<file path="src/vga_text_adapter_registers_assert.svh">
// ----------------------------------------------------------------------------
// VGA text adapter assertion macros
// Implication and next-cycle implication checks on clk, disabled in reset.
// ----------------------------------------------------------------------------
`ifndef VGA_TEXT_ADAPTER_REGISTERS_ASSERT_SVH
`define VGA_TEXT_ADAPTER_REGISTERS_ASSERT_SVH
`ifndef SYNTH
`define VTA_ASSERT_IMP(lbl, ante, cons, msg) \
	lbl: assert property (@(posedge clk) disable iff (!arst_n) (ante) |-> (cons)) \
		else $error(msg);
`define VTA_ASSERT_NXT(lbl, ante, cons, msg) \
	lbl: assert property (@(posedge clk) disable iff (!arst_n) (ante) |=> (cons)) \
		else $error(msg);
`else
`define VTA_ASSERT_IMP(lbl, ante, cons, msg)
`define VTA_ASSERT_NXT(lbl, ante, cons, msg)
`endif
`endif

</file>
<file path="src/vta_pkg.sv">
// ----------------------------------------------------------------------------
// vta_pkg
// Types, constants and helper functions shared by the VGA text adapter.
// ----------------------------------------------------------------------------
`default_nettype none

package vta_pkg;

	localparam int TEXT_BYTES     = 4096;
	localparam int FONT_BYTES     = 2048;
	localparam int CRTC_REG_COUNT = 25;
	localparam int ATTR_REG_COUNT = 21;
	localparam int LINE_TOTAL     = 800;
	localparam int FRAME_LINES    = 449;

	localparam int TEXT_AW = $clog2(TEXT_BYTES);
	localparam int FONT_AW = $clog2(FONT_BYTES);
	localparam int CRTC_IW = $clog2(CRTC_REG_COUNT);
	localparam int ATTR_IW = $clog2(ATTR_REG_COUNT);
	localparam int REG_IW  = 5;
	localparam int LINE_W  = 10;
	localparam int FRAME_W = 9;

	// Floor reciprocals scaled by 4096 for the register index reduction.
	localparam int CRTC_RECIP = 4096 / CRTC_REG_COUNT;
	localparam int ATTR_RECIP = 4096 / ATTR_REG_COUNT;

	localparam logic [19:0] WIN_BASE = 20'hB8000;

	localparam logic [15:0] PORT_ATTR        = 16'h03C0;
	localparam logic [15:0] PORT_CRTC_IDX    = 16'h03D4;
	localparam logic [15:0] PORT_CRTC_DAT    = 16'h03D5;
	localparam logic [15:0] PORT_STATUS      = 16'h03DA;
	localparam logic [15:0] PORT_MONO_IDX    = 16'h03B4;
	localparam logic [15:0] PORT_MONO_DAT    = 16'h03B5;
	localparam logic [15:0] PORT_MONO_STATUS = 16'h03BA;

	localparam int HS_START = 656;
	localparam int HS_BACK  = 48;
	localparam int VS_START = 412;
	localparam int VS_BACK  = 35;

	localparam int SCREEN_W  = 640;
	localparam int SCREEN_H  = 200;
	localparam int TEXT_COLS = 80;

	typedef enum logic [3:0] {
		REQ_RDBYTE    = 4'd0,
		REQ_RDWORD    = 4'd1,
		REQ_WRBYTE    = 4'd2,
		REQ_WRWORD    = 4'd3,
		REQ_OUT8      = 4'd4,
		REQ_OUT16     = 4'd5,
		REQ_IN8       = 4'd6,
		REQ_IN16      = 4'd7,
		REQ_TICK      = 4'd8,
		REQ_PIXEL     = 4'd9,
		REQ_FONTWRITE = 4'd10
	} req_code_t;

	typedef struct packed {
		logic [3:0]  req_type;
		logic [19:0] mem_address;
		logic [15:0] port;
		logic [15:0] data;
		logic [9:0]  pixel_x;
		logic [7:0]  pixel_y;
		logic [10:0] font_address;
	} vta_req_t;

	typedef struct packed {
		logic [15:0] read_data;
		logic [23:0] pixel_color;
	} vta_rsp_t;

	typedef enum logic [3:0] {
		S_CLEAR,
		S_IDLE,
		S_EXEC,
		S_RD_HI,
		S_RD_END,
		S_WR_HI,
		S_PORT_HI,
		S_PIX_AT,
		S_PIX_GLYPH,
		S_PIX_COLOR,
		S_DONE
	} state_t;

	typedef enum logic [2:0] {
		TA_CLEAR,
		TA_LO,
		TA_HI,
		TA_CHAR,
		TA_ATTR
	} text_sel_t;

	typedef struct packed {
		logic      load;
		logic      text_re;
		logic      text_we;
		text_sel_t text_sel;
		logic      clr_step;
		logic      cap_lo;
		logic      cap_hi;
		logic      cap_ch;
		logic      cap_at;
		logic      font_re;
		logic      font_we;
		logic      port_wr;
		logic      port_hi;
		logic      port_rd;
		logic      tick;
		logic      cap_color;
		logic      out_load;
	} vta_cmd_t;

	typedef struct packed {
		logic [3:0] req;
		logic       win_byte;
		logic       win_word;
		logic       pix_on;
		logic       clr_last;
		logic       out_free;
	} vta_stat_t;

	// Remainder of an 8-bit index by a small register count: reciprocal
	// estimate of the quotient, then at most one correction.
	function automatic logic [REG_IW-1:0] reduce_idx(input logic [7:0] v,
			input logic [5:0] m, input logic [7:0] recip);
		logic [15:0] prod;
		logic [7:0]  q;
		logic [8:0]  r;
		prod = 16'(v) * 16'(recip);
		q = 8'(prod >> 12);
		r = 9'(v) - 9'(q) * 9'(m);
		if (r >= 9'(m)) begin
			r = r - 9'(m);
		end
		return REG_IW'(r);
	endfunction

	function automatic logic [23:0] ega_bgr(input logic [3:0] c);
		logic [23:0] col;
		case (c)
			4'd0:    col = 24'h000000;
			4'd1:    col = 24'haa0000;
			4'd2:    col = 24'h00aa00;
			4'd3:    col = 24'haaaa00;
			4'd4:    col = 24'h0000aa;
			4'd5:    col = 24'haa00aa;
			4'd6:    col = 24'h0055aa;
			4'd7:    col = 24'haaaaaa;
			4'd8:    col = 24'h555555;
			4'd9:    col = 24'hff5555;
			4'd10:   col = 24'h55ff55;
			4'd11:   col = 24'hffff55;
			4'd12:   col = 24'h5555ff;
			4'd13:   col = 24'hff55ff;
			4'd14:   col = 24'h55ffff;
			default: col = 24'hffffff;
		endcase
		return col;
	endfunction

endpackage

`default_nettype wire

</file>
<file path="src/vta_ctrl.sv">
// ----------------------------------------------------------------------------
// vta_ctrl
// Sequencer: clears the text buffer after reset, then steps each item
// through its memory, port or pixel operations and hands off the result.
// ----------------------------------------------------------------------------
`default_nettype none
`include "vga_text_adapter_registers_assert.svh"

module vta_ctrl (
	input  wire               clk,
	input  wire               arst_n,
	input  wire               req_valid,
	output logic              req_stall,
	input  vta_pkg::vta_stat_t stat,
	output vta_pkg::vta_cmd_t  cmd
);
	import vta_pkg::*;

	state_t state_q;
	state_t state_d;

	always_ff @(posedge clk or negedge arst_n) begin
		if (!arst_n) begin
			state_q <= S_CLEAR;
		end else begin
			state_q <= state_d;
		end
	end

	always_comb begin
		state_d = state_q;
		case (state_q)
			S_CLEAR: begin
				if (stat.clr_last) state_d = S_IDLE;
			end
			S_IDLE: begin
				if (req_valid) state_d = S_EXEC;
			end
			S_EXEC: begin
				state_d = S_DONE;
				case (stat.req)
					REQ_RDBYTE: begin
						if (stat.win_byte) state_d = S_RD_END;
					end
					REQ_RDWORD: begin
						if (stat.win_word) state_d = S_RD_HI;
					end
					REQ_WRWORD: begin
						if (stat.win_word) state_d = S_WR_HI;
					end
					REQ_OUT16: begin
						state_d = S_PORT_HI;
					end
					REQ_PIXEL: begin
						if (stat.pix_on) state_d = S_PIX_AT;
					end
					default: begin
						state_d = S_DONE;
					end
				endcase
			end
			S_RD_HI:     state_d = S_RD_END;
			S_RD_END:    state_d = S_DONE;
			S_WR_HI:     state_d = S_DONE;
			S_PORT_HI:   state_d = S_DONE;
			S_PIX_AT:    state_d = S_PIX_GLYPH;
			S_PIX_GLYPH: state_d = S_PIX_COLOR;
			S_PIX_COLOR: state_d = S_DONE;
			S_DONE: begin
				if (stat.out_free) state_d = S_IDLE;
			end
			default:     state_d = S_IDLE;
		endcase
	end

	always_comb begin
		cmd = '0;
		cmd.text_sel = TA_LO;
		case (state_q)
			S_CLEAR: begin
				cmd.text_we  = 1'b1;
				cmd.text_sel = TA_CLEAR;
				cmd.clr_step = 1'b1;
			end
			S_IDLE: begin
				cmd.load = req_valid;
			end
			S_EXEC: begin
				case (stat.req)
					REQ_RDBYTE:    cmd.text_re = stat.win_byte;
					REQ_RDWORD:    cmd.text_re = stat.win_word;
					REQ_WRBYTE:    cmd.text_we = stat.win_byte;
					REQ_WRWORD:    cmd.text_we = stat.win_word;
					REQ_OUT8:      cmd.port_wr = 1'b1;
					REQ_OUT16:     cmd.port_wr = 1'b1;
					REQ_IN8:       cmd.port_rd = 1'b1;
					REQ_TICK:      cmd.tick    = 1'b1;
					REQ_PIXEL: begin
						cmd.text_re  = stat.pix_on;
						cmd.text_sel = TA_CHAR;
					end
					REQ_FONTWRITE: cmd.font_we = 1'b1;
					default:       cmd.load    = 1'b0;
				endcase
			end
			S_RD_HI: begin
				cmd.cap_lo   = 1'b1;
				cmd.text_re  = 1'b1;
				cmd.text_sel = TA_HI;
			end
			S_RD_END: begin
				if (stat.req == REQ_RDWORD) begin
					cmd.cap_hi = 1'b1;
				end else begin
					cmd.cap_lo = 1'b1;
				end
			end
			S_WR_HI: begin
				cmd.text_we  = 1'b1;
				cmd.text_sel = TA_HI;
			end
			S_PORT_HI: begin
				cmd.port_wr = 1'b1;
				cmd.port_hi = 1'b1;
			end
			S_PIX_AT: begin
				cmd.cap_ch   = 1'b1;
				cmd.text_re  = 1'b1;
				cmd.text_sel = TA_ATTR;
			end
			S_PIX_GLYPH: begin
				cmd.cap_at  = 1'b1;
				cmd.font_re = 1'b1;
			end
			S_PIX_COLOR: begin
				cmd.cap_color = 1'b1;
			end
			S_DONE: begin
				cmd.out_load = stat.out_free;
			end
			default: begin
				cmd.load = 1'b0;
			end
		endcase
	end

	assign req_stall = (state_q != S_IDLE);

	`VTA_ASSERT_NXT(a_accept_exec, cmd.load, state_q == S_EXEC, "accepted item not executed")
	`VTA_ASSERT_NXT(a_clear_end, state_q == S_CLEAR && stat.clr_last, state_q == S_IDLE, "clear pass did not end")
	`VTA_ASSERT_IMP(a_one_text_op, cmd.text_we, !cmd.text_re, "text read and write together")
	`VTA_ASSERT_NXT(a_done_idle, cmd.out_load, state_q == S_IDLE && !req_stall, "not idle after result")

endmodule

`default_nettype wire

</file>
<file path="config.mk">
export PLATFORM = sky130hd
export DESIGN_NAME = vta_ctrl
export DESIGN_NICKNAME = d
export VERILOG_FILES = /design/src/vta_pkg.sv /design/src/vta_ctrl.sv
export VERILOG_INCLUDE_DIRS = /design/src /design/src/src
export SDC_FILE = /design/constraint.sdc
export NUM_CORES = 1
export LEC_CHECK = 0
export ABC_AREA = 1
export BUFFER_PORTS_ARGS = -buffer_cell sky130_fd_sc_hd__buf_4
export CORE_MARGIN = 8
export CORE_UTILIZATION = 43
export DETAILED_ROUTE_END_ITERATION = 7
export PLACE_DENSITY = 0.77
export SLEW_MARGIN = 20
export SYNTH_ARGS = -nofsm -noshare
export SYNTH_HDL_FRONTEND = slang
export SYNTH_SLANG_ARGS = --single-unit
</file>
<file path="constraint.sdc">
create_clock -name clk -period 1.59 [get_ports clk]
set_clock_uncertainty 0.15 [all_clocks]
set_input_delay 0 -clock clk [delete_from_list [all_inputs] [get_ports clk]]
set_output_delay 0 -clock clk [all_outputs]
set_load 0.01 [all_outputs]
</file>
# --- Word level (Yosys, flattened, before mapping) ---
# Cells that the tools add are included.
word_totals:
  register_bits: 4
  inputBits: 12
  output_inout_bits: 20
  elab_cells: 65
classes:
  eq_ne: 23
  muxes: 33
  reduce_logical: 8
op_table:
  columns: ["op", "n"]
  rows:
  - ["$pmux W4 S8", 1]
  - ["$eq A4 B3 Y1 const B", 7]
  - ["$mux W4", 7]
  - ["$eq A4 B4 Y1 const B", 6]
  - ["$pmux W4 S5", 1]
  - ["$eq A4 B2 Y1 const B", 4]
  - ["$mux W1", 14]
  - ["$pmux W3 S4", 1]
  - ["$pmux W1 S2", 5]
  - ["$eq A4 B1 Y1 const B", 2]
  - ["$logic_not A4 Y1", 2]
  - ["$reduce_or A2 Y1", 4]
  - ["$mux W2", 3]
  - ["$ne A2 B2 Y1 const B", 3]
  - ["$ne A4 B1 Y1 const B", 1]
  - ["$reduce_or A4 Y1", 1]
  - ["$pmux W1 S3", 1]
  - ["$reduce_and A3 Y1", 1]

# --- Depth between registers and ports, before layout ---
depth:
  ltp_word: 4
  ltp_mapped: 10

# --- Worst setup path after synthesis ---
# Ideal clock, no wire load.
synth_path:
  path_type: "reg2reg"
  start: "register state_q[2]"
  end: "register state_q[1]"
  arrival_ns: 1.057
  required_ns: 1.321
  path_slack_ns: 0.264
  stages_incl_launch_ff: 9
  path_buffers: 0
  cell_sequence: "dfrtp_1 nor2_1 inv_1 nor2_1 inv_1 nor2_1 nor2_1 nand2_1 nand2_1"
synth_between:
  elab_chain_len: 3
  word_cells_on_any_way: 17
  cone_classes: "eq/ne: 13; mux: 1; reduce/logical: 3"
synth_lines:
  columns: ["item", "line_no", "text"]
  rows:
  - ["start: declaration", "vta_ctrl.sv:19", "state_t state_q;"]
  - ["start signal: assignment", "vta_ctrl.sv:26", "state_q <= state_d;"]
  - ["$eq A4 B4 Y1, or another cell as far along", "vta_ctrl.sv:32", "case (state_q)"]
  - ["$reduce_or A4 Y1 (no source line) / $ne A2 B2 Y1 (equally long branches)", null, null]
  - ["$pmux W4 S8 / $reduce_and A3 Y1 (equally long branches)", null, null]
# Parallel ways exist; a longest one is shown, timed or not.
# A chain may end at the register's enable or synchronous reset.

==> results <==
- The flow ran to the end, and the final reports show no timing, DRC or antenna violations.
- The synthesized area divided by synthesized cell count is 4.95 um^2.
- Counting both buffers and inverters, the worst setup path holds a total of 3.
- In this run the tightest slew margin relative to its limit is 0.802.
- Walking the worst path, the cells encountered are buf_4 > nor2_2 > buf_4 > nand2_1 > o21ai_1 > buf_4.
- The total of warnings raised by yosys is 0.
- STA classifies the critical path endpoint as a primary output.
- The critical-path cell with the highest stage delay is sky130_fd_sc_hd__dfrtp_1.
- Broken down by cell family, the worst path's largest delay share belongs to buffers and inverters.
- The largest registers in the layout are state_q x4.
- STA classifies the critical path startpoint as a flop.
- Cell internal power was estimated by the tool at 764 uW.
- The fraction of final layout cells sized beyond drive strength 1 is 0.412.
- The cell repeated most along the worst path is sky130_fd_sc_hd__buf_4.
- The number of I/O port buffers is 31.
- CTS built an H-tree with a depth of 1.
- The startpoint of the worst-slack reg-to-reg timing path is state_q[3].
- The leakage power is 0.564 nW.
- The final sum of negative setup slack is 0 ps.
- The floorplan has 13 rows.
- The detailed router finished its first iteration with 71 violations.
- The area of the placeable core is 0.00130 mm^2.
- Ranked by total cell area, the synthesized netlist is headed by sky130_fd_sc_hd__nand2_1 19%, sky130_fd_sc_hd__nor2_1 19%, sky130_fd_sc_hd__dfrtp_1 17%, sky130_fd_sc_hd__inv_1 13%, sky130_fd_sc_hd__o21ai_0 6.7%.
- The primary flip-flop cell chosen by synthesis mapping is sky130_fd_sc_hd__dfrtp_1.
- The startpoint of the lowest-slack hold path is stat[1].
- The share of total power dissipated in sequential elements is 0.151.
- The first global-routing pass estimated 3580 um of wire.
- The cell count after synthesis is 121.
- The residual DRC count is 0.
- The clock latency at the later pin of the worst-skew pair is 240 ps.
- The hold violation count in the final report was 0.
- Across all hold checks on the routed design, the worst slack comes to 29.8 ps.
- At the end of routability-driven placement, the weighted congestion stood at 0.922.
- The average detailed-routed wire length per instance is 13.3 um.
- The startpoint of the most critical setup path is state_q[1].
- The final number of setup-violating endpoints is 0.
- After synthesis the cells add up to 599 um^2.
- The clock network fraction of total power is 0.085.
- Of the total power, combinational logic draws 0.764.
- The HPWL after detailed placement is 1810 um.
- Entering global routing, the biggest net connects 8 pins.
- The count of flip-flops with a built-in enable after synthesis is 0.
- The share of synthesized area occupied by flip-flops and latches is 0.167.
- The register with the most flip-flops in the layout has 4 of them.
- TritonCTS built the clock tree.
- Setup repair after global routing could not meet its margin everywhere.
- The root buffer selected by CTS is sky130_fd_sc_hd__clkbuf_4.
- The overall fraction of global-route tracks in use is 0.164.
- The final route contains 944 vias.
- The initial utilization of the core area, before any placement, comes to 0.461.
- The number of global-route vias before repair is 881.
- The synthesized design spends more area on one cell type than any other, namely sky130_fd_sc_hd__nand2_1.
- After global routing the overflow that remains totals 0.
- Clock tree synthesis inserted a total of 3 buffers.
- Across the run, the number of max-cap violations was 0.
- After detailed placement, the total cell area comes to 843 um^2.
- Of the available clock period, the critical path in the final layout requires 0.988.
- The post-CTS clock slew at the launch and capture registers of the worst setup and hold paths is 40 ps.
- For this design the total switching power over the nets is 802 uW.
- The path class of the tightest hold or removal check is primary input to flop.
- The initial antenna violation count is 0.
- In this run the deepest clock path goes through 2 buffers.
- During I/O placement, the number of pins put on the boundary was 32.
- The worst path in the final design needs a cycle of 1570 ps, including I/O delays and setup.
- Synthesis produced a netlist with a net count of 133.
- The final net count is 179.
- The area share of the largest cell type after synthesis is 0.194.
- The highest fanout seen on the critical path is 3.
- The number of iterations in the first detailed-routing pass is 4.
- The floorplan step defined a die boundary enclosing 0.00284 mm^2.
- Counting flops with an async set or reset pin after synthesis yields a share of 1.00.
- Of the total power, the share spent switching nets is 0.512.
- STA puts the critical path data arrival time at 1420 ps.
- Counting flops per register, the top entry is state_q.
- After detailed routing, the number of vias per cell comes to 5.24.
- The final layout contains routed wiring with a total length of 2400 um.
- The worst setup slack for register-to-register paths is 110 ps.
- 0 antenna diodes ended up in the layout.
- Clock tree synthesis found a total of 4 sinks.
- Relative to the synthesized area, the layout overhead comes to 72.2%.
- The critical path start-end classification is flop to primary output.
- The detail route stage leaves a number of antenna-violating nets equal to 0.
- The completed layout was analyzed and its total power is 1.57 mW.
- The die span in x is 53.3 um.
- The highest ir drop seen on vdd is 0.632 mV.
- The largest single stage delay on the critical path is 390 ps.
- For the pin with the worst max-slew slack, the measured transition is 294 ps.
- For this design the ratio of total power to cell area is 1520 mW/mm^2.
- Measured along the y axis, the die boundary spans 53.3 um.
- Once layout is complete, the utilization of the core stands at 0.793.
- The number of different library cells used by synthesis comes to 17.
- The synthesized flop and latch total is 4.
- The final standard cell area without fillers is 0.00103 mm^2.
- The required time at the endpoint of the critical path is 1440 ps.
- The achievable frequency is 636 MHz.
- The number of slew-limit violations in the final report is 0.
==> kinds of logic after synthesis <==
kind of cell | after synthesis | synth area share
compound gates | 15 | 0.136
flops | 4 | 0.167
buf+inv | 25 | 0.169
simple gates | 77 | 0.528
==> power groups by stage <==
stage               Clock (mW)  Sequential [mW]  Combinational [mW]
floorplan                    0            0.192               0.568
global placement             0            0.197               0.940
detailed placement           0            0.200               0.947
CTS                      0.134            0.203                1.01
global route             0.141            0.247                1.29
finish                   0.133            0.236                1.20
==> final cells by class <==
class                   instances  area, um^2
multi-input cells              92         465
fillers                       103         269
clock buffers                   3        22.5
flip-flops and latches          4         104
inverters                      23        88.8
repair buffers                 43         333
well taps                      15        18.8
==> worst register-to-register path, cell delays in order, from the launching register on <==
cell and delay, ps:
sky130_fd_sc_hd__dfrtp_2 410, sky130_fd_sc_hd__inv_1 70, sky130_fd_sc_hd__nor2_1 230, sky130_fd_sc_hd__nand3_1 200, sky130_fd_sc_hd__o31ai_1 110, sky130_fd_sc_hd__nor2_1 80, sky130_fd_sc_hd__nand2_1 80, sky130_fd_sc_hd__nand2_1 40
==> cells in the final DEF (no fill, tap or decap), drive strengths merged <==
cell / instances
nand3: 5
nand2: 32
o31ai: 1
dlygate4sd3: 4
nor2: 33
nand4: 2
clkbuf: 3
a21oi: 3
dfrtp: 4
nor3: 3
nor4: 2
o21ai: 10
buf: 39
inv: 23
a31o: 1
==> metrics by stage <==
step	std cells	setup slack, ps
final	180	18.8
after floorplan	121	264
after CTS	175	0.806
after global placement	166	182
after detailed placement	166	167
after global routing	180	-33.8
==> per-layer routing <==
| layer | GRT usage | vias up | wire [um] |
|---|---|---|---|
| met3 | 0.0252 | 6 | 138 |
| met4 | 0.101 | 0 | 46 |
| met1 | 0.174 | 429 | 904 |
| met2 | 0.295 | 43 | 1310 |
| met5 | 0 | - | 0 |
| li1 | - | 466 | - |
==> synthesized netlist by cell type, types with 3 or more instances <==
cell type / instances
sky130_fd_sc_hd__a21oi_1: 3
sky130_fd_sc_hd__dfrtp_1: 4
sky130_fd_sc_hd__inv_1: 20
sky130_fd_sc_hd__inv_2: 3
sky130_fd_sc_hd__nand2_1: 31
sky130_fd_sc_hd__nand3_1: 5
sky130_fd_sc_hd__nor2_1: 31
sky130_fd_sc_hd__nor3_1: 3
sky130_fd_sc_hd__o21ai_0: 8
==> worst paths after layout <==
| check | endpoint | cells past startpoint |
|---|---|---|
| worst max-delay path | cmd[11] | 6 |
| worst min-delay path | state_q[0] | 5 |
| worst max register to register | state_q[1] | 7 |
| worst min register to register | state_q[3] | 3 |
| max in group asynchronous | state_q[0] | 3 |
| min in group asynchronous | state_q[3] | 3 |
==> what timing repair did <==
item,4_1_cts,5_1_grt
endpoints found under the hold margin,6,0
setup buffers,2,5
gates resized for setup,5,24
hold buffers,4,0
pin swaps,1,8
setup endpoints to repair,2,10
Note: power is estimated with default switching activity, not from simulation.
